$ cat src/hw/rtl/tcsm_pkg.sv
// Shared types, codes and helpers for the TCP connection state machine.
// No dependencies; imported by every module of the block.
package tcsm_pkg;

  localparam int unsigned SeqW    = 32;
  localparam int unsigned WinW    = 16;
  localparam int unsigned LenW    = 16;
  localparam int unsigned FlagW   = 8;
  localparam int unsigned WakeW   = 4;
  localparam int unsigned InDataW = 144;  // 140 bits of fields, padded to bytes
  localparam int unsigned OutDataW = 48;  // 47 bits of fields, padded to bytes

  // segment flag bit positions
  localparam int unsigned FlagFin = 0;
  localparam int unsigned FlagSyn = 1;
  localparam int unsigned FlagAck = 4;

  // wake mask bit positions
  localparam int unsigned WakeSend    = 0;
  localparam int unsigned WakeAccept  = 1;
  localparam int unsigned WakeConnect = 2;
  localparam int unsigned WakeRecv    = 3;

  typedef enum logic [3:0] {
    ST_CLOSED      = 4'd0,
    ST_LISTEN      = 4'd1,
    ST_SYN_RECV    = 4'd2,
    ST_SYN_SENT    = 4'd3,
    ST_ESTABLISHED = 4'd4,
    ST_CLOSE_WAIT  = 4'd5,
    ST_LAST_ACK    = 4'd6,
    ST_FIN_WAIT_1  = 4'd7,
    ST_FIN_WAIT_2  = 4'd8,
    ST_TIME_WAIT   = 4'd9
  } conn_state_e;

  typedef enum logic [2:0] {
    CTRL_NONE   = 3'd0,
    CTRL_ACK    = 3'd1,
    CTRL_SYNACK = 3'd2,
    CTRL_FIN    = 3'd3,
    CTRL_RST    = 3'd4
  } ctrl_e;

  typedef enum logic {
    REQ_SEGMENT = 1'b0,
    REQ_FORCE   = 1'b1
  } req_e;

  typedef struct packed {
    req_e             req_type;
    logic [3:0]       forced_state;
    logic [FlagW-1:0] seg_flags;
    logic [SeqW-1:0]  seg_seq;
    logic [SeqW-1:0]  seg_seq_end;
    logic [SeqW-1:0]  seg_ack;
    logic [WinW-1:0]  seg_window;
    logic [LenW-1:0]  payload_len;
  } item_t;

  typedef struct packed {
    conn_state_e     state;
    logic [SeqW-1:0] rcv_next;
    logic [SeqW-1:0] send_unacked;
    logic [SeqW-1:0] send_next;
    logic [WinW-1:0] send_window;
  } ctx_t;

  typedef struct packed {
    ctrl_e            send_ctrl;
    logic             spawn_child;
    logic [SeqW-1:0]  child_rcv_next;
    logic             deliver_payload;
    logic [WakeW-1:0] wake_mask;
    logic             unhash_conn;
    logic             start_timewait;
    conn_state_e      state_now;
  } result_t;

  // a <= b in wrap-around sequence order
  function automatic logic seq_le(input logic [SeqW-1:0] a, input logic [SeqW-1:0] b);
    logic [SeqW-1:0] diff;
    diff = b - a;
    return ~diff[SeqW-1];
  endfunction

  // a < b in wrap-around sequence order
  function automatic logic seq_lt(input logic [SeqW-1:0] a, input logic [SeqW-1:0] b);
    logic [SeqW-1:0] diff;
    diff = a - b;
    return diff[SeqW-1];
  endfunction

endpackage

$ cat src/hw/rtl/tcsm_apb_regs.sv
// APB configuration register: initial send sequence number.
// Depends on tcsm_pkg.
module tcsm_apb_regs
  import tcsm_pkg::*;
(
  input  logic            clk_i,
  input  logic            rst_ni,
  input  logic            psel,
  input  logic            penable,
  input  logic            pwrite,
  input  logic [2:0]      paddr,
  input  logic [31:0]     pwdata,
  output logic [31:0]     prdata,
  output logic            pready,
  output logic [SeqW-1:0] iss_o
);

  localparam logic RegIss = 1'b0;  // word index of initial_send_seq

  logic [SeqW-1:0] iss_q;
  logic            wr_en;

  assign pready = 1'b1;
  assign wr_en  = psel & penable & pwrite;

  always_ff @(posedge clk_i or negedge rst_ni) begin
    if (!rst_ni) begin
      iss_q <= '0;
    end else if (wr_en && paddr[2] == RegIss) begin
      iss_q <= pwdata;
    end
  end

  assign prdata = (paddr[2] == RegIss) ? iss_q : 32'd0;
  assign iss_o  = iss_q;

endmodule

$ cat src/hw/rtl/tcsm_step.sv
// Next-state and result logic for one request against the connection context.
// Depends on tcsm_pkg.
module tcsm_step
  import tcsm_pkg::*;
(
  input  item_t           item_i,
  input  ctx_t            ctx_i,
  input  logic [SeqW-1:0] iss_i,
  output ctx_t            ctx_o,
  output result_t         res_o
);

  logic has_pl, has_fin, has_syn, has_ack;
  logic win_new_ok, win_old_ok, win_est_ok;
  logic [SeqW-1:0] iss_plus1;

  assign has_pl    = item_i.payload_len != '0;
  assign has_fin   = item_i.seg_flags[FlagFin];
  assign has_syn   = item_i.seg_flags[FlagSyn];
  assign has_ack   = item_i.seg_flags[FlagAck];
  assign iss_plus1 = iss_i + SeqW'(1);

  // window check with send_unacked already moved to ack, and with the old value
  assign win_new_ok = seq_le(item_i.seg_ack, ctx_i.send_next);
  assign win_old_ok = seq_le(ctx_i.send_unacked, item_i.seg_ack) && win_new_ok;
  assign win_est_ok = has_pl ? win_new_ok : win_old_ok;

  always_comb begin
    ctx_o = ctx_i;
    res_o = '0;
    if (item_i.req_type == REQ_FORCE) begin
      if (item_i.forced_state <= ST_TIME_WAIT) begin
        ctx_o.state = conn_state_e'(item_i.forced_state);
      end
    end else begin
      case (ctx_i.state)
        ST_CLOSED: begin
          res_o.send_ctrl = CTRL_RST;
        end
        ST_LISTEN: begin
          if (has_syn) begin
            res_o.spawn_child    = 1'b1;
            res_o.child_rcv_next = item_i.seg_seq_end;
            res_o.send_ctrl      = CTRL_SYNACK;
          end
        end
        ST_SYN_RECV: begin
          if (has_ack) begin
            ctx_o.state        = ST_ESTABLISHED;
            ctx_o.rcv_next     = item_i.seg_seq_end;
            ctx_o.send_unacked = item_i.seg_ack;
            res_o.wake_mask[WakeAccept] = 1'b1;
            if (win_old_ok) begin
              ctx_o.send_window = item_i.seg_window;
              res_o.wake_mask[WakeSend] = ctx_i.send_window == '0;
            end
          end
        end
        ST_SYN_SENT: begin
          if (has_syn && has_ack && item_i.seg_ack == iss_plus1) begin
            ctx_o.state        = ST_ESTABLISHED;
            ctx_o.rcv_next     = item_i.seg_seq_end;
            ctx_o.send_unacked = item_i.seg_ack;
            res_o.send_ctrl    = CTRL_ACK;
            res_o.wake_mask[WakeConnect] = 1'b1;
            if (win_old_ok) begin
              ctx_o.send_window = item_i.seg_window;
              res_o.wake_mask[WakeSend] = ctx_i.send_window == '0;
            end
          end else begin
            res_o.send_ctrl = CTRL_RST;
          end
        end
        ST_ESTABLISHED: begin
          if (has_pl || has_fin) begin
            ctx_o.send_unacked = item_i.seg_ack;
            res_o.send_ctrl    = CTRL_ACK;
            res_o.wake_mask[WakeRecv] = 1'b1;
            // payload and FIN together run two window updates back to back
            if (win_est_ok) begin
              ctx_o.send_window = item_i.seg_window;
              res_o.wake_mask[WakeSend] = (ctx_i.send_window == '0) ||
                                          (has_pl && has_fin && item_i.seg_window == '0);
            end
          end
          if (has_pl) begin
            res_o.deliver_payload = 1'b1;
            ctx_o.rcv_next = ctx_i.rcv_next + SeqW'(item_i.payload_len);
          end
          if (has_fin) begin
            ctx_o.rcv_next = item_i.seg_seq_end;
            ctx_o.state    = ST_CLOSE_WAIT;
          end
        end
        ST_CLOSE_WAIT: begin
          res_o.send_ctrl = CTRL_FIN;
          ctx_o.state     = ST_LAST_ACK;
        end
        ST_FIN_WAIT_1: begin
          if (has_ack) begin
            ctx_o.state = ST_FIN_WAIT_2;
          end
        end
        ST_FIN_WAIT_2: begin
          if (has_fin || has_ack) begin
            res_o.send_ctrl      = CTRL_ACK;
            res_o.start_timewait = 1'b1;
            ctx_o.state          = ST_TIME_WAIT;
            ctx_o.send_next      = item_i.seg_ack;
            ctx_o.rcv_next       = item_i.seg_seq + SeqW'(1);
            if (seq_lt(ctx_i.send_unacked, item_i.seg_ack)) begin
              ctx_o.send_unacked = item_i.seg_ack;
            end
          end
        end
        ST_LAST_ACK: begin
          if (has_ack) begin
            ctx_o.state       = ST_CLOSED;
            res_o.unhash_conn = 1'b1;
          end
        end
        ST_TIME_WAIT: begin
          res_o.unhash_conn = 1'b1;
        end
        default: begin
        end
      endcase
    end
    res_o.state_now = ctx_o.state;
  end

endmodule

$ cat src/hw/rtl/tcp_connection_state_machine_top.sv
// TCP connection state machine, top level: input register, step logic, result register.
// A request is registered at the input, then its result is held in the result register.
// Throughput: 1 request per cycle unless the result stream stalls; the connection
// context is updated in the same cycle a request moves to the result register.
// Reset (async, active low) returns the connection to CLOSED with all sequence state zero.
// Depends on tcsm_pkg, tcsm_apb_regs, tcsm_step.
module tcp_connection_state_machine_top
  import tcsm_pkg::*;
(
  input  logic                clk_i,
  input  logic                rst_ni,
  // request: tuser = req_type
  input  logic                s_axis_tvalid,
  output logic                s_axis_tready,
  // tdata from bit 0: forced_state(4), seg_flags(8), seg_seq(32), seg_seq_end(32),
  // seg_ack(32), seg_window(16), payload_len(16), zero pad(4)
  input  logic [InDataW-1:0]  s_axis_tdata,
  input  logic [0:0]          s_axis_tuser,
  // result
  output logic                m_axis_tvalid,
  input  logic                m_axis_tready,
  // tdata from bit 0: send_ctrl(3), spawn_child(1), child_rcv_next(32),
  // deliver_payload(1), wake_mask(4), unhash_conn(1), start_timewait(1),
  // state_now(4), zero pad(1)
  output logic [OutDataW-1:0] m_axis_tdata,
  // configuration
  input  logic                psel,
  input  logic                penable,
  input  logic                pwrite,
  input  logic [2:0]          paddr,
  input  logic [31:0]         pwdata,
  output logic [31:0]         prdata,
  output logic                pready
);

  logic            in_valid_q;
  item_t           item_q, item_d;
  logic            out_valid_q;
  result_t         out_q, res;
  ctx_t            ctx_q, ctx_d;
  logic [SeqW-1:0] iss;
  logic            advance, fire, in_take;

  tcsm_apb_regs u_regs (
    .clk_i  (clk_i),
    .rst_ni (rst_ni),
    .psel   (psel),
    .penable(penable),
    .pwrite (pwrite),
    .paddr  (paddr),
    .pwdata (pwdata),
    .prdata (prdata),
    .pready (pready),
    .iss_o  (iss)
  );

  tcsm_step u_step (
    .item_i(item_q),
    .ctx_i (ctx_q),
    .iss_i (iss),
    .ctx_o (ctx_d),
    .res_o (res)
  );

  assign advance       = !out_valid_q || m_axis_tready;
  assign fire          = in_valid_q && advance;
  assign s_axis_tready = !in_valid_q || advance;
  assign in_take       = s_axis_tvalid && s_axis_tready;

  always_comb begin
    item_d.req_type     = req_e'(s_axis_tuser[0]);
    item_d.forced_state = s_axis_tdata[3:0];
    item_d.seg_flags    = s_axis_tdata[11:4];
    item_d.seg_seq      = s_axis_tdata[43:12];
    item_d.seg_seq_end  = s_axis_tdata[75:44];
    item_d.seg_ack      = s_axis_tdata[107:76];
    item_d.seg_window   = s_axis_tdata[123:108];
    item_d.payload_len  = s_axis_tdata[139:124];
  end

  always_ff @(posedge clk_i or negedge rst_ni) begin
    if (!rst_ni) begin
      in_valid_q  <= 1'b0;
      out_valid_q <= 1'b0;
      ctx_q       <= '{state: ST_CLOSED, default: '0};
    end else begin
      if (in_take) begin
        in_valid_q <= 1'b1;
      end else if (fire) begin
        in_valid_q <= 1'b0;
      end
      if (fire) begin
        out_valid_q <= 1'b1;
        ctx_q       <= ctx_d;
      end else if (m_axis_tready) begin
        out_valid_q <= 1'b0;
      end
    end
  end

  always_ff @(posedge clk_i) begin
    if (in_take) begin
      item_q <= item_d;
    end
    if (fire) begin
      out_q <= res;
    end
  end

  assign m_axis_tvalid = out_valid_q;
  assign m_axis_tdata  = {1'b0, out_q.state_now, out_q.start_timewait, out_q.unhash_conn,
                          out_q.wake_mask, out_q.deliver_payload, out_q.child_rcv_next,
                          out_q.spawn_child, out_q.send_ctrl};

  // a result must never be overwritten while it waits downstream
  a_no_overwrite: assert property (@(posedge clk_i) disable iff (!rst_ni)
    fire |-> (!out_valid_q || m_axis_tready))
    else $error("result register overwritten while stalled");

  // context only moves when a request is processed
  a_ctx_stable: assert property (@(posedge clk_i) disable iff (!rst_ni)
    !fire |=> $stable(ctx_q))
    else $error("connection context changed without a request");

  // each processed request leaves a valid result
  a_fire_result: assert property (@(posedge clk_i) disable iff (!rst_ni)
    fire |=> m_axis_tvalid)
    else $error("processed request produced no result");

  // a forced state request carries nothing but the state
  a_force_quiet: assert property (@(posedge clk_i) disable iff (!rst_ni)
    (fire && item_q.req_type == REQ_FORCE) |=>
      (out_q.send_ctrl == CTRL_NONE && !out_q.spawn_child && out_q.wake_mask == '0 &&
       !out_q.unhash_conn && !out_q.start_timewait && !out_q.deliver_payload))
    else $error("forced state request produced side effects");

  // stalled input register only while a request is actually held
  a_ready_hold: assert property (@(posedge clk_i) disable iff (!rst_ni)
    !s_axis_tready |-> (in_valid_q && out_valid_q))
    else $error("input blocked without a pending request");

endmodule

$ cat config.mk
export PLATFORM = sky130hd
export DESIGN_NAME = tcp_connection_state_machine_top
export DESIGN_NICKNAME = d
export VERILOG_FILES = /design/src/hw/rtl/tcsm_pkg.sv /design/src/hw/rtl/tcsm_apb_regs.sv /design/src/hw/rtl/tcsm_step.sv /design/src/hw/rtl/tcp_connection_state_machine_top.sv
export SDC_FILE = /design/constraint.sdc
export NUM_CORES = 1
export LEC_CHECK = 0
export ABC_AREA = 1
export BUFFER_PORTS_ARGS = -buffer_cell sky130_fd_sc_hd__buf_2
export CAP_MARGIN = 20
export CORE_ASPECT_RATIO = 1.25
export CORE_UTILIZATION = 52
export CTS_CLUSTER_DIAMETER = 120
export CTS_CLUSTER_SIZE = 20
export DETAILED_ROUTE_END_ITERATION = 12
export GPL_TIMING_DRIVEN = 0
export PLACE_DENSITY = 0.76
export SYNTH_ARGS = -nofsm -noshare
export SYNTH_HDL_FRONTEND = slang
export SYNTH_SLANG_ARGS = --single-unit
$ cat constraint.sdc
create_clock -name clk_i -period 5.18 [get_ports clk_i]
set_clock_uncertainty 0.05 [all_clocks]
set_input_delay 0.518 -clock clk_i [delete_from_list [all_inputs] [get_ports clk_i]]
set_output_delay 0.518 -clock clk_i [all_outputs]
set_load 0.02 [all_outputs]
* Word-level counts from Yosys, hierarchy flattened *
Cells that the tools add are included.
Widths: inputs -> output; s select.

storage, ports and cells
  register bits after elaboration = 335
  bits in latches = 0
  bits in writable memories = 0
  ROM bits = 0
  input port bits = 187
  output and inout bits = 83
  word-level logic and storage cells = 138
  memories = 0

operators by class
  add/subtract/negate cells = 6
  multiply operators = 0
  div/mod/pow operators = 0
  order comparisons = 1
  equal/unequal tests = 17
  shift operators = 0
  mux-type cells = 42
  bitwise operators = 12
  reductions and logical operators = 33

operators by type and width
  operator               count
  $pmux 64 s4            1
  $mux 68                2
  $mux 32                4
  $mux 100               1
  $sub 32x32->32         3
  $mux 16                5
  $add 32x1->32 const B  2
  $pmux 16 s3            1
  $mux 36                1
  $mux 35                1
  $add 32x16->32         1
  $eq 32x32->1           1
  $logic_not 16->1       2
  $pmux 4 s7             1
  $pmux 3 s6             1
  $eq 4x3->1 const B     4
  $mux 1                 16
  $mux 4                 4
  $reduce_bool 16->1     1
  $reduce_and 7->1       2
  $ne 2x1->1 const B     5
  $not 1->1              10
  $reduce_or 2->1        5
  $eq 4x2->1 const B     2
  other kinds (20)       35

* Depth between registers and ports, before layout *
Gate-level depths: netlist (run 1).

  word-level depth = 7
  depth in mapped cells = 20
  gate-level depth less buffers = 20

* By module *
From an unflattened synthesis (run 1), not the netlist that was laid out.

second synthesis, totals
  cells, all modules = 3212
  area, all modules = 23324.9 µm²

by module, submodules not included
  module                            instances  cells each  area an instance (µm²)  sequential area each (µm²)
  tcsm_step                         1          2298        11437.2                 0.0
  tcp_connection_state_machine_top  1          702         10301.1                 8598.2
  tcsm_apb_regs                     1          212         1586.5                  800.8

* Least setup slack after synthesis (run 1) *
No wires, ideal clock.

  path type = input port to flip-flop
  from = input port m_axis_tready
  to = register item_q[0] in the netlist's numbering, enable pin
  setup time = 457 ps
  data arrival time = 2895 ps
  data required time = 4673 ps
  path slack = 1778 ps
  stages on the path = 4
  path buffers = 0
  cells stage by stage = inv_1 > nand3_1 > nand2_1 > inv_1

between the ends
  word-level cells in the longest chain between the ends = 3

RTL lines
  what                  RTL line                                 RTL
  start, declared       tcp_connection_state_machine_top.sv:21   input logic m_axis_tready,
  $logic_or 1x1->1      tcp_connection_state_machine_top.sv:65   assign advance = !out_valid_q || m_axis_tready;
  $logic_or 1x1->1      tcp_connection_state_machine_top.sv:67   assign s_axis_tready = !in_valid_q || advance;
  via s_axis_tready     tcp_connection_state_machine_top.sv:14   output logic s_axis_tready,
  $logic_and 1x1->1     tcp_connection_state_machine_top.sv:68   assign in_take = s_axis_tvalid && s_axis_tready;
  via in_take           tcp_connection_state_machine_top.sv:42   logic advance, fire, in_take;
  end signal, assigned  tcp_connection_state_machine_top.sv:103  item_q <= item_d;
  end, declared         tcp_connection_state_machine_top.sv:37   item_t item_q, item_d;

The timed path passes the listed nets, and every way through them passes these cells.
A chain may end at the register's enable or synchronous reset.

* Worst setup path after layout (run 1) *
  from = register u_regs.iss_q[0], in the netlist u_regs.iss_o[0]
  to = register out_q (netlist bit m_axis_tdata[2]) (data pin)

between the ends
  word-level cells in the longest chain between the ends = 5

RTL lines
  what                    RTL line                                 RTL
  start, declared         tcsm_apb_regs.sv:20                      logic [SeqW-1:0] iss_q;
  start signal, assigned  tcsm_apb_regs.sv:30                      iss_q <= pwdata;
  $add 32x1->32           tcsm_step.sv:21                          assign iss_plus1 = iss_i + SeqW'(1);
  $eq 32x32->1            tcsm_step.sv:60                          if (has_syn && has_ack && item_i.seg_ack == iss_plus1) begin
  $logic_and 1x1->1       tcsm_step.sv:60
  $mux 3                  tcsm_step.sv:60
  $pmux 3 s6              tcsm_step.sv:36                          case (ctx_i.state)
  end signal, assigned    tcp_connection_state_machine_top.sv:106  out_q <= res;
  end, declared           tcp_connection_state_machine_top.sv:39   result_t out_q, res;

Every way passes these cells.

==> results.sh, run 1 <==
export IMPL_power_density_mw_per_mm2=420
export IMPL_crit_top_cell="nand2_1"
export IMPL_async_flop_share_pct=43.9
export IMPL_critPathBufInv=1
export IMPL_htree_num_levels=1
export IMPL_critPathTopFamily="simple AND/OR/NAND/NOR gates"
export IMPL_hold_path_depth=1
export IMPL_cts_hold_buf=1
export IMPL_synthesis_area_mm2=0.0136
export IMPL_fmax_mhz=309
export IMPL_end_kind="flop"
export IMPL_grt_total_usage_pct=24.4
export IMPL_areaGrowthSynthToFinish_pct=15.4
export IMPL_nFillCells=2138
export IMPL_max_cap_viol_count=0
export IMPL_clkSinkCount=269
export IMPL_synthFlopType="edfxtp_1"
export IMPL_clk_latency_ps=500
export IMPL_cts_clk_slew_worst_paths_ps=90
export IMPL_via_count=10700
export IMPL_rsz0062_at_grt="no"
export IMPL_routedWlPerCell_um=15.5
export IMPL_io_buffers=223
export IMPL_ys_warn_count=0
export IMPL_syn_nets=1759
export IMPL_min_period_over_period_pct=62.5
export IMPL_crit_required_ps=5360
export IMPL_ir_worst_vdd_mv=0.293
export IMPL_max_slew_worst_pin_slew_ps=878
export IMPL_ys_seq_area_share_pct=54.9
export IMPL_grt_overflow_total=0
export IMPL_p_leak_uw=0.00785
export IMPL_cpMaxStageDelayCell="dfrtp_1"
export IMPL_status="complete, no violations"
export IMPL_slew_violations=0
export IMPL_fin_area_mm2=0.0157
export IMPL_cts_tree="done"
export IMPL_ant_nets=0
export IMPL_syn_inst=1481
export IMPL_core_rowCount=65
export IMPL_synth_enable_flop_cells=151
export IMPL_synth_top_area_share_pct=33.3
export IMPL_grt_pass1_vias=10400
export IMPL_dp_worst_setup_slack_ps=2070
export IMPL_firstDrtPassIters=5
export IMPL_cts_buffers=17
export IMPL_initial_core_util_pct=53.5
export IMPL_grt_pass1_wl_um=51500
export IMPL_synth_cell_types=39
export IMPL_drive_above_1_share_pct=17.2
export IMPL_dpl_hpwl_um=24400
export IMPL_ys_ff_latch=269
export IMPL_die_area_mm2=0.0269
export IMPL_crit_fanout=10
export IMPL_ys_top_cells_by_area="edfxtp_1 33%, dfrtp_1 22%, nand2_1 9.5%, ha_1 8.4%, inv_1 5.6%"
export IMPL_drc=0
export IMPL_dpl_cell_area_mm2=0.0152
export IMPL_startpoint_type="flop"
export IMPL_worstPathArrival_ps=3420
export IMPL_cp_num_cells=15
export IMPL_tns_ps=0
export IMPL_cts_repair_resized=0
export IMPL_routed_via_density=5.16
export IMPL_synth_top_area_cell="edfxtp_1"
export IMPL_setup_violations=0
export IMPL_fin_crit_ps=3240
export IMPL_cp_cell_sequence="ha_1 -> nand2_1 -> nor2_4 -> nand3_1 -> nand2_1 -> nand3_1 -> nor2_1 -> nand2_1 -> nor2_1 -> nand3_1 -> nor2_2 -> nand2_1 -> nand2_4 -> buf_2 -> a21oi_1"
export IMPL_nets=2004
export IMPL_synth_area_per_cell_um2=9.20
export IMPL_ios=270
export IMPL_clockBufferDepth=3
export IMPL_core_mm2=0.0255
export IMPL_final_core_util_pct=61.8
export IMPL_gp_congestion=0.944
export IMPL_reg2reg_depth=15
export IMPL_slowest_delay_ps=520
export IMPL_die_w_um=147
export IMPL_drtIter0Drc=564
export IMPL_routed_wirelength_um=32100
export IMPL_critPathKind="reg -> reg"
export IMPL_antenna_found_initial=3
export IMPL_slew_headroom_pct=41.4
export IMPL_fin_ws_ps=1940
export IMPL_cts_root_buffer="clkbuf_16"
export IMPL_hold_path_class="in -> reg"
export IMPL_die_h_um=183
export IMPL_hold_viol=0
export IMPL_postCtsSetupBuffers=0
export IMPL_grt_max_degree=98
stage by stage:
stage	std cells	hold WS, ps	total power, uW
global placement	2039	417	5220
finish	2072	137	6600
CTS	2071	121	6630
floorplan	1481	172	4650
global route	2071	121	7080
detailed placement	2041	341	5310
cells in the mapped netlist (2+ instances only):
cell type	instances
a21boi_0	2
a21oi_1	86
buf_2	9
buf_4	2
buf_6	3
clkbuf_1	22
clkinv_1	3
conb_1	2
dfrtp_1	118
edfxtp_1	151
ha_1	91
inv_1	205
inv_2	3
nand2_1	344
nand2_2	4
nand3_1	84
nand3b_1	2
nand4_1	15
nor2_1	179
nor2_2	9
nor2_4	5
nor3_1	11
nor4_1	12
o211ai_1	7
o21a_1	4
o21ai_0	60
o21ai_2	16
o21bai_1	3
xnor2_1	8
xor2_1	12
sequential cells by signal, indices dropped and copies added (netlist names):
register       cells
in_valid_q         1
ctx_q             84
m_axis_tvalid      1
item_q           104
m_axis_tdata      47
u_regs.iss_o      32
path summary, 6_finish.rpt:
check | from | to | slack (ps)
setup / recovery | u_regs.iss_o[0] | m_axis_tdata[2] | 1940
hold / removal | s_axis_tdata[76] | item_q[32] | 140
setup reg to reg | u_regs.iss_o[0] | m_axis_tdata[2] | 1940
hold reg to reg | ctx_q[8] | ctx_q[8] | 440
max in group asynchronous | rst_ni | ctx_q[38] | 3930
min in group asynchronous | rst_ni | ctx_q[7] | 380
layer usage:
metal / vias to the layer above / GRT usage [%] / share of wire, %
met5: - / 0 / 0.075
met4: 4 / 8.00 / 3.0
met3: 62 / 4.45 / 6.3
met2: 309 / 44.3 / 51
met1: 5020 / 28.9 / 40
li1: 5306 / - / -
worst register-to-register path: stages, from the launching register on:
cell and delay, ps:
dfrtp_1 520, ha_1 260, nand2_1 140, nor2_4 190
nand3_1 140, nand2_1 130, nand3_1 80, nor2_1 270
nand2_1 80, nor2_1 90, nand3_1 130, nor2_2 190
nand2_1 120, nand2_4 140, buf_2 310, a21oi_1 130
cell usage in the layout (no fill, tap or decap), drive strengths merged, types with 2 or more instances in the layout:
cell type | Yosys | routed
nand2 | 349 | 349
buf | 14 | 239
inv | 208 | 208
nor2 | 193 | 193
edfxtp | 151 | 151
dfrtp | 118 | 118
ha | 91 | 91
a21oi | 86 | 86
nand3 | 84 | 84
o21ai | 77 | 77
clkbuf | 22 | 50
nand4 | 15 | 15
xor2 | 12 | 12
nor4 | 12 | 12
nor3 | 11 | 11
xnor2 | 8 | 8
o211ai | 7 | 7
o21a | 4 | 4
clkinv | 3 | 4
o21bai | 3 | 3
nand3b | 3 | 3
a21boi | 2 | 2
conb | 2 | 2
final cells by class:
class                           instances  area (um^2)  share of cell area, %
Clock buffer                           28          467                   2.97
Multi-Input combinational cell        965         5170                   32.9
Buffer                                 36          176                   1.12
Clock inverter                          1         16.3                  0.103
Inverter                              211          796                   5.06
Antenna cell                            1         2.50                 0.0159
Timing Repair Buffer                  226         1190                   7.55
Sequential cell                       269         7490                   47.6
Tap cell                              335          419                   2.67
report_power, final:
part           switching (uW)  internal [uW]  leakage [uW]  total (uW)
registers                 334           2780       0.00292        3110
logic                    1370            799       0.00470        2170
clock network             691            626      0.000229        1320
logic make-up (layout without fill, tap and decap cells):
group	count (synthesis)	after routing	share of synthesized area, %
xor gates and xnor gates	21	21	1.45
adders and majority gates	91	91	8.35
other	2	3	0.0551
muxes	1	1	0.0826
DFF	269	269	54.9
AOI/OAI and AO/OA	182	182	7.48
and+or+nand+nor	668	668	20.5
buffers and inverters	247	502	7.11
Note: power is estimated with default switching activity, not from simulation.
==> run 2: changes to the inputs <==
==> constraint.sdc (replaced) <==
create_clock -name clk_i -period 3.25 [get_ports clk_i]
set_clock_uncertainty 0.05 [all_clocks]
set_input_delay 0.325 -clock clk_i [delete_from_list [all_inputs] [get_ports clk_i]]
set_output_delay 0.325 -clock clk_i [all_outputs]
set_load 0.02 [all_outputs]
==> run 2 against run 1 <==
Hold slack lost 120 ps. Sequential share of layout area shrank 3.1 points. Largest power group unchanged. Flip-flop and latch count is the same. Clock power grew 61%. Via count grew 4.3%. Critical path depth grew 2. Wire length grew 8.6%. Maximum frequency grew 8.6%. Sequential power grew 60%. Cell area grew 7.0%. Global-route usage grew 1.9 points.
==> results.sh, run 2 (synthesized netlist as in run 1, its figures left out) <==
export IMPL_status="complete, no violations"
export IMPL_grt_use_met3_pct=4.73
export IMPL_grt_max_degree=63
export IMPL_firstDrtPassIters=5
export IMPL_clkSinkCount=269
export IMPL_die_area_mm2=0.0269
export IMPL_crit_top_cell="nand2_1"
export IMPL_antenna_found_initial=3
export IMPL_reg2reg_depth=17
export IMPL_slew_violations=0
export IMPL_use_met2_pct=49.2
export IMPL_drive_above_1_share_pct=16.3
export IMPL_hold_path_startpoint="pwdata[31]"
export IMPL_die_h_um=183
export IMPL_p_leak_uw=0.00831
export IMPL_htree_num_levels=1
export IMPL_rrSetupSlack_ps=270
export IMPL_p_total_uw=10700
export IMPL_max_slew_worst_pin_slew_ps=877
export IMPL_drc=0
export IMPL_r2r_start="u_regs.iss_o[0]"
export IMPL_startpoint_type="flop"
export IMPL_gp_congestion=0.925
export IMPL_routed_wirelength_um=34900
export IMPL_dpl_hpwl_um=24800
export IMPL_cts_buffers=17
export IMPL_min_to="u_regs.iss_o[31]"
export IMPL_core_rowCount=65
export IMPL_final_common_cell="nand2_1"
export IMPL_ios=270
export IMPL_worstPathArrival_ps=3320
export IMPL_grt_overflow_total=0
export IMPL_clockBufferDepth=3
export IMPL_rsz0062_at_grt="no"
export IMPL_ir_worst_vdd_mv=0.518
export IMPL_crit_required_ps=3590
export IMPL_top_register="item_q"
export IMPL_mostFrequentLayoutCells="344 x nand2_1, 230 x buf_2, 204 x inv_1, 179 x nor2_1, 151 x edfxtp_1"
export IMPL_grt_pass1_vias=11300
export IMPL_end_kind="flop"
export IMPL_hold_path_class="in -> reg"
export IMPL_hold_path_depth=3
export IMPL_fin_crit_ps=2980
export IMPL_grt_total_usage_pct=26.2
export IMPL_cp_cell_sequence="ha_1 -> nand2_1 -> nor2_4 -> nand3_1 -> nand2_1 -> nand3_1 -> nor2_1 -> nand2_1 -> nor2_1 -> nand3_1 -> nor2_2 -> nand2_1 -> nand2_4 -> nand2_2 -> buf_2 -> nand2_1 -> nand2_1"
export IMPL_layout_cells_non_filler=2183
export IMPL_cts_clk_slew_worst_paths_ps=90
export IMPL_cts_root_buffer="clkbuf_16"
export IMPL_grt_pass1_wl_um=55400
export IMPL_cpMaxStageDelayCell="dfrtp_1"
export IMPL_top_usage_layer="met2"
export IMPL_core_mm2=0.0255
export IMPL_min_period_over_period_pct=91.8
export IMPL_fmax_mhz=335
export IMPL_slowest_delay_ps=480
export IMPL_setup_violations=0
export IMPL_final_core_util_pct=66.1
export IMPL_hold_viol=0
export IMPL_critPathKind="reg -> reg"
export IMPL_place_inst=2042
export IMPL_ant_nets=0
export IMPL_use_met1_pct=30.3
export IMPL_drtIter0Drc=534
export IMPL_r2r_end="ctx_q[70]"
export IMPL_nets=2112
export IMPL_nFillCells=1965
export IMPL_die_w_um=147
export IMPL_io_buffers=223
export IMPL_power_density_mw_per_mm2=634
export IMPL_slew_headroom_pct=41.5
export IMPL_via_count=11200
export IMPL_cts_tree="done"
export IMPL_largest_reg_flops=104
export IMPL_initial_core_util_pct=53.5
export IMPL_critPathBufInv=1
export IMPL_postCtsSetupBuffers=0
export IMPL_routedWlPerCell_um=16.0
export IMPL_areaGrowthSynthToFinish_pct=23.5
export IMPL_routed_via_density=5.11
export IMPL_critPathTopFamily="simple AND/OR/NAND/NOR gates"
export IMPL_crit_fanout=10
export IMPL_clk_latency_ps=510
export IMPL_max_cap_viol_count=0
-- run 2: changes by cell type in the layout (fill, tap and decap cells not counted) --
cell	change
buf_12	+2
clkbuf_4	+1
diode_2	+2
clkinvlp_4	+1
buf_16	-1
buf_2	-1
inv_6	+1
inv_4	-1
dlygate4sd3_1	+107
-- run 2: worst max path at each step --
stage	startpoint	end	slack [ps]	cells past startpoint
global route	u_regs.iss_o[0]	ctx_q[74]	30	16
detailed placement	u_regs.iss_o[0]	m_axis_tdata[2]	240	15
finish	u_regs.iss_o[0]	ctx_q[70]	270	17
floorplan	m_axis_tvalid	item_q[0]	360	3
global placement	m_axis_tready	ctx_q[36]	-620	9
CTS	u_regs.iss_o[0]	m_axis_tdata[2]	220	15
-- run 2: what timing repair did --
item                                    CTS  global route
endpoints found under the setup margin    0             1
hold endpoints to repair                163             0
hold buffers                            108             0
gates resized for setup                   0             1
-- run 2: area by class of cell --
type	count	area (um^2)	area share (%)
repair buffers	334	2270	13.5
plain buffers	36	179	1.06
well taps	335	419	2.49
inverters	211	797	4.74
flip-flops and latches	269	7490	44.5
diodes	3	7.51	0.0446
multi-input cells	965	5170	30.7
clock buffers	28	467	2.77
clock inverters	2	25.0	0.149
-- run 2: power breakdown --
group / internal, uW / leakage [uW] / switching [uW] / total (uW)
Clock: 1000 / 0.000234 / 1120 / 2130
Sequential: 4430 / 0.00292 / 541 / 4970
Combinational: 1360 / 0.00515 / 2220 / 3580
Total: 6790 / 0.00831 / 3880 / 10700
-- run 2: per-layer routing --
metal  vias to the layer above  wire length [um]
met5                         -                 0
met4                         0               918
met3                        69              2120
met2                       334             18100
met1                      5242             13800
li1                       5516                 -
-- run 2: per-stage QoR --
stage               hold slack, ps  setup TNS, ps  instance area, um^2  setup slack (ps)
global route                  13.1              0                16800              30.3
CTS                           2.18              0                16800               217
floorplan                    -20.6              0                13600               357
finish                        15.7              0                16800               267
global placement               417         -44340                15200              -619
detailed placement             282              0                15200               237
-- run 2: tightest hold or removal path: stages --
cell	delay, ps
buf_2	70
nor2_1	30
a21oi_1	110
==> run 3: changes to the inputs <==
--- a/config.mk
+++ b/config.mk
@@ -5,7 +5,6 @@
 export SDC_FILE = /design/constraint.sdc
 export NUM_CORES = 1
 export LEC_CHECK = 0
-export ABC_AREA = 1
 export BUFFER_PORTS_ARGS = -buffer_cell sky130_fd_sc_hd__buf_2
 export CAP_MARGIN = 20
 export CORE_ASPECT_RATIO = 1.25
==> run 3 against run 2 <==
The flow now finishes with violations (hold timing, setup timing). Critical path type unchanged. Setup slack got worse by 550 ps. Wire length up 5.8%. Combinational power increased by 5%. Sequential share of layout area is 2.0 points lower. Maximum frequency is 16% lower. Non-clock buffer count grew 82. Count of clock-buffer cells in the layout down 1.
==> results.sh, run 3 <==
export IMPL_core_mm2=0.0253
export IMPL_fin_crit_ps=3530
export IMPL_hold_ws_ps=-1.90
export IMPL_initial_core_util_pct=53.1
export IMPL_ys_seq_area_share_pct=55.7
export IMPL_max_slew_worst_pin_slew_ps=848
export IMPL_slowest_delay_ps=630
export IMPL_synthFlopType="edfxtp_1"
export IMPL_rrSetupSlack_ps=-280
export IMPL_dpl_cell_area_mm2=0.0151
export IMPL_reg2reg_depth=12
export IMPL_drive_above_1_share_pct=27.4
export IMPL_status="finished with violations"
export IMPL_core_rowCount=65
export IMPL_cts_buffers=17
export IMPL_ios=270
export IMPL_ys_warn_count=0
export IMPL_synth_top_area_share_pct=33.7
export IMPL_cp_cell_sequence="buf_4 -> nand4_1 -> or4_4 -> nor3_4 -> xnor2_2 -> and4_1 -> nand4_1 -> o21ba_4 -> and4b_1 -> buf_6 -> buf_4 -> mux2_2"
export IMPL_hold_path_class="in -> reg"
export IMPL_drtIter0Drc=584
export IMPL_power_density_mw_per_mm2=605
export IMPL_clockBufferDepth=3
export IMPL_synth_top_area_cell="edfxtp_1"
export IMPL_crit_end="ctx_q[2]"
export IMPL_firstDrtPassIters=6
export IMPL_io_buffers=224
export IMPL_end_kind="flop"
export IMPL_hold_viol=1
export IMPL_nets=1836
export IMPL_async_flop_share_pct=43.9
export IMPL_cpMaxStageDelayCell="or4_4"
export IMPL_cts_tree="done"
export IMPL_routed_wirelength_um=36900
export IMPL_netlist_top_cells_count="151 x edfxtp_1, 118 x dfrtp_1, 100 x nand2_1"
export IMPL_ys_top_cells_by_area="edfxtp_1 34%, dfrtp_1 22%, ha_1 8.5%, mux2_2 3.5%, nand2_1 2.8%"
export IMPL_routed_via_density=5.52
export IMPL_min_period_over_period_pct=109
export IMPL_rsz0062_at_grt="yes"
export IMPL_max_cap_viol_count=0
export IMPL_routedWlPerCell_um=19.4
export IMPL_p_leak_uw=0.00800
export IMPL_setup_violations=49
export IMPL_violations="hold timing, setup timing"
export IMPL_n_antenna_cell=0
export IMPL_grt_overflow_total=0
export IMPL_r2r_end="ctx_q[2]"
export IMPL_crit_path_start="u_regs.iss_o[8]"
export IMPL_critPathTopFamily="simple AND/OR/NAND/NOR gates"
export IMPL_die_area_mm2=0.0265
export IMPL_htree_num_levels=1
export IMPL_clk_latency_ps=500
export IMPL_slew_headroom_pct=43.5
export IMPL_final_common_cell="buf_2"
export IMPL_ys_ff_latch=269
export IMPL_fmax_mhz=283
export IMPL_r2r_start="u_regs.iss_o[8]"
export IMPL_cts_root_buffer="clkbuf_16"
export IMPL_drc=0
export IMPL_startpoint_type="flop"
export IMPL_syn_nets=1411
export IMPL_die_w_um=146
export IMPL_synth_most_common_cell="edfxtp_1"
export IMPL_grt_total_usage_pct=27.4
export IMPL_critPathKind="reg -> reg"
export IMPL_clkSinkCount=269
export IMPL_ir_worst_vdd_mv=0.528
export IMPL_grt_max_degree=72
export IMPL_synth_enable_flop_cells=151
export IMPL_cts_clk_slew_worst_paths_ps=90
export IMPL_crit_fanout=7
export IMPL_worstPathArrival_ps=3880
export IMPL_largest_reg_flops=104
export IMPL_top_register="item_q"
export IMPL_crit_required_ps=3590
export IMPL_grt_pass1_wl_um=56400
export IMPL_fin_area_mm2=0.0176
export IMPL_critPathBufInv=3
export IMPL_areaGrowthSynthToFinish_pct=31.2
export IMPL_synthesis_area_mm2=0.0134
export IMPL_fin_ws_ps=-285
export IMPL_syn_inst=1133
export IMPL_antenna_found_initial=0
export IMPL_dpl_hpwl_um=24200
export IMPL_die_h_um=182
export IMPL_synth_area_per_cell_um2=11.9
export IMPL_cp_num_cells=12
export IMPL_via_count=10500
export IMPL_synth_cell_types=64
export IMPL_ant_nets=0
export IMPL_slew_violations=0
export IMPL_dp_worst_setup_slack_ps=-865
export IMPL_grt_pass1_vias=10800
export IMPL_gp_congestion=0.929
export IMPL_mostFrequentLayoutCells="224 x buf_2, 151 x edfxtp_1, 123 x dlygate4sd3_1, 109 x dfrtp_1, 100 x nand2_1"
-- run 3: kinds of logic after synthesis --
family	after synthesis	synth area share (%)
buffers and inverters	120	3.88
adders and majority gates	91	8.47
and+or+nand+nor	351	13.9
xor gates and xnor gates	45	2.93
AOI/OAI and AO/OA	169	7.91
muxes	86	7.17
other	2	0.0559
DFF	269	55.7
-- run 3: how the worst min path moves through the flow --
| stage | startpoint | endpoint | slack [ps] | cells past startpoint |
|---|---|---|---|---|
| 2_1_floorplan | rst_ni | ctx_q[0] | -20 | 0 |
| 3_3_place_gp | ctx_q[22] | ctx_q[22] | 420 | 2 |
| 3_5_place_dp | rst_ni | ctx_q[7] | 260 | 1 |
| 4_1_cts | pwdata[12] | u_regs.iss_o[12] | 0.5 | 2 |
| 5_1_grt | pwdata[23] | u_regs.iss_o[23] | 3 | 2 |
| 6_report | pwdata[25] | u_regs.iss_o[25] | -2 | 2 |
-- run 3: metrics by stage --
step                power (uW)  hold slack, ps  std cells  util (%)  TNS, ps
global placement          7830             417       1692      59.3   -55890
detailed placement        7960             256       1694      59.5   -37410
finish                   10700           -1.90       1902      69.7    -9440
floorplan                 6980           -20.6       1133         -        0
global route             11300            3.35       1902      69.7   -11650
CTS                      10400           0.526       1877      68.4    -8680
-- run 3: report_power, final --
part	switching (uW)	total, uW	internal (uW)
combinational	2020	3750	1720
sequential	485	4800	4310
clock	1140	2140	993
-- run 3: layer usage --
| layer | track usage (%) | wire, um |
|---|---|---|
| met2 | 51.5 | 19600 |
| met5 | 0 | 0 |
| met4 | 12.1 | 1730 |
| met3 | 4.90 | 2140 |
| met1 | 29.8 | 13400 |
-- run 3: what timing repair did --
action	4_1_cts	5_1_grt
endpoints found under the hold margin	169	0
hold buffers	123	0
cloned	3	0
endpoints found under the setup margin	57	54
gates resized for setup	54	41
pin swaps	14	21
buffers inserted	30	31
-- run 3: layout make-up --
class | count | area, um^2
fill | 1668 | 7650
sequential | 269 | 7500
multi-input combinational | 744 | 5720
timing repair buffer | 410 | 2980
clock buffer | 27 | 463
tap | 335 | 419
inverter | 74 | 279
buffer | 42 | 264
clock inverter | 1 | 16.3
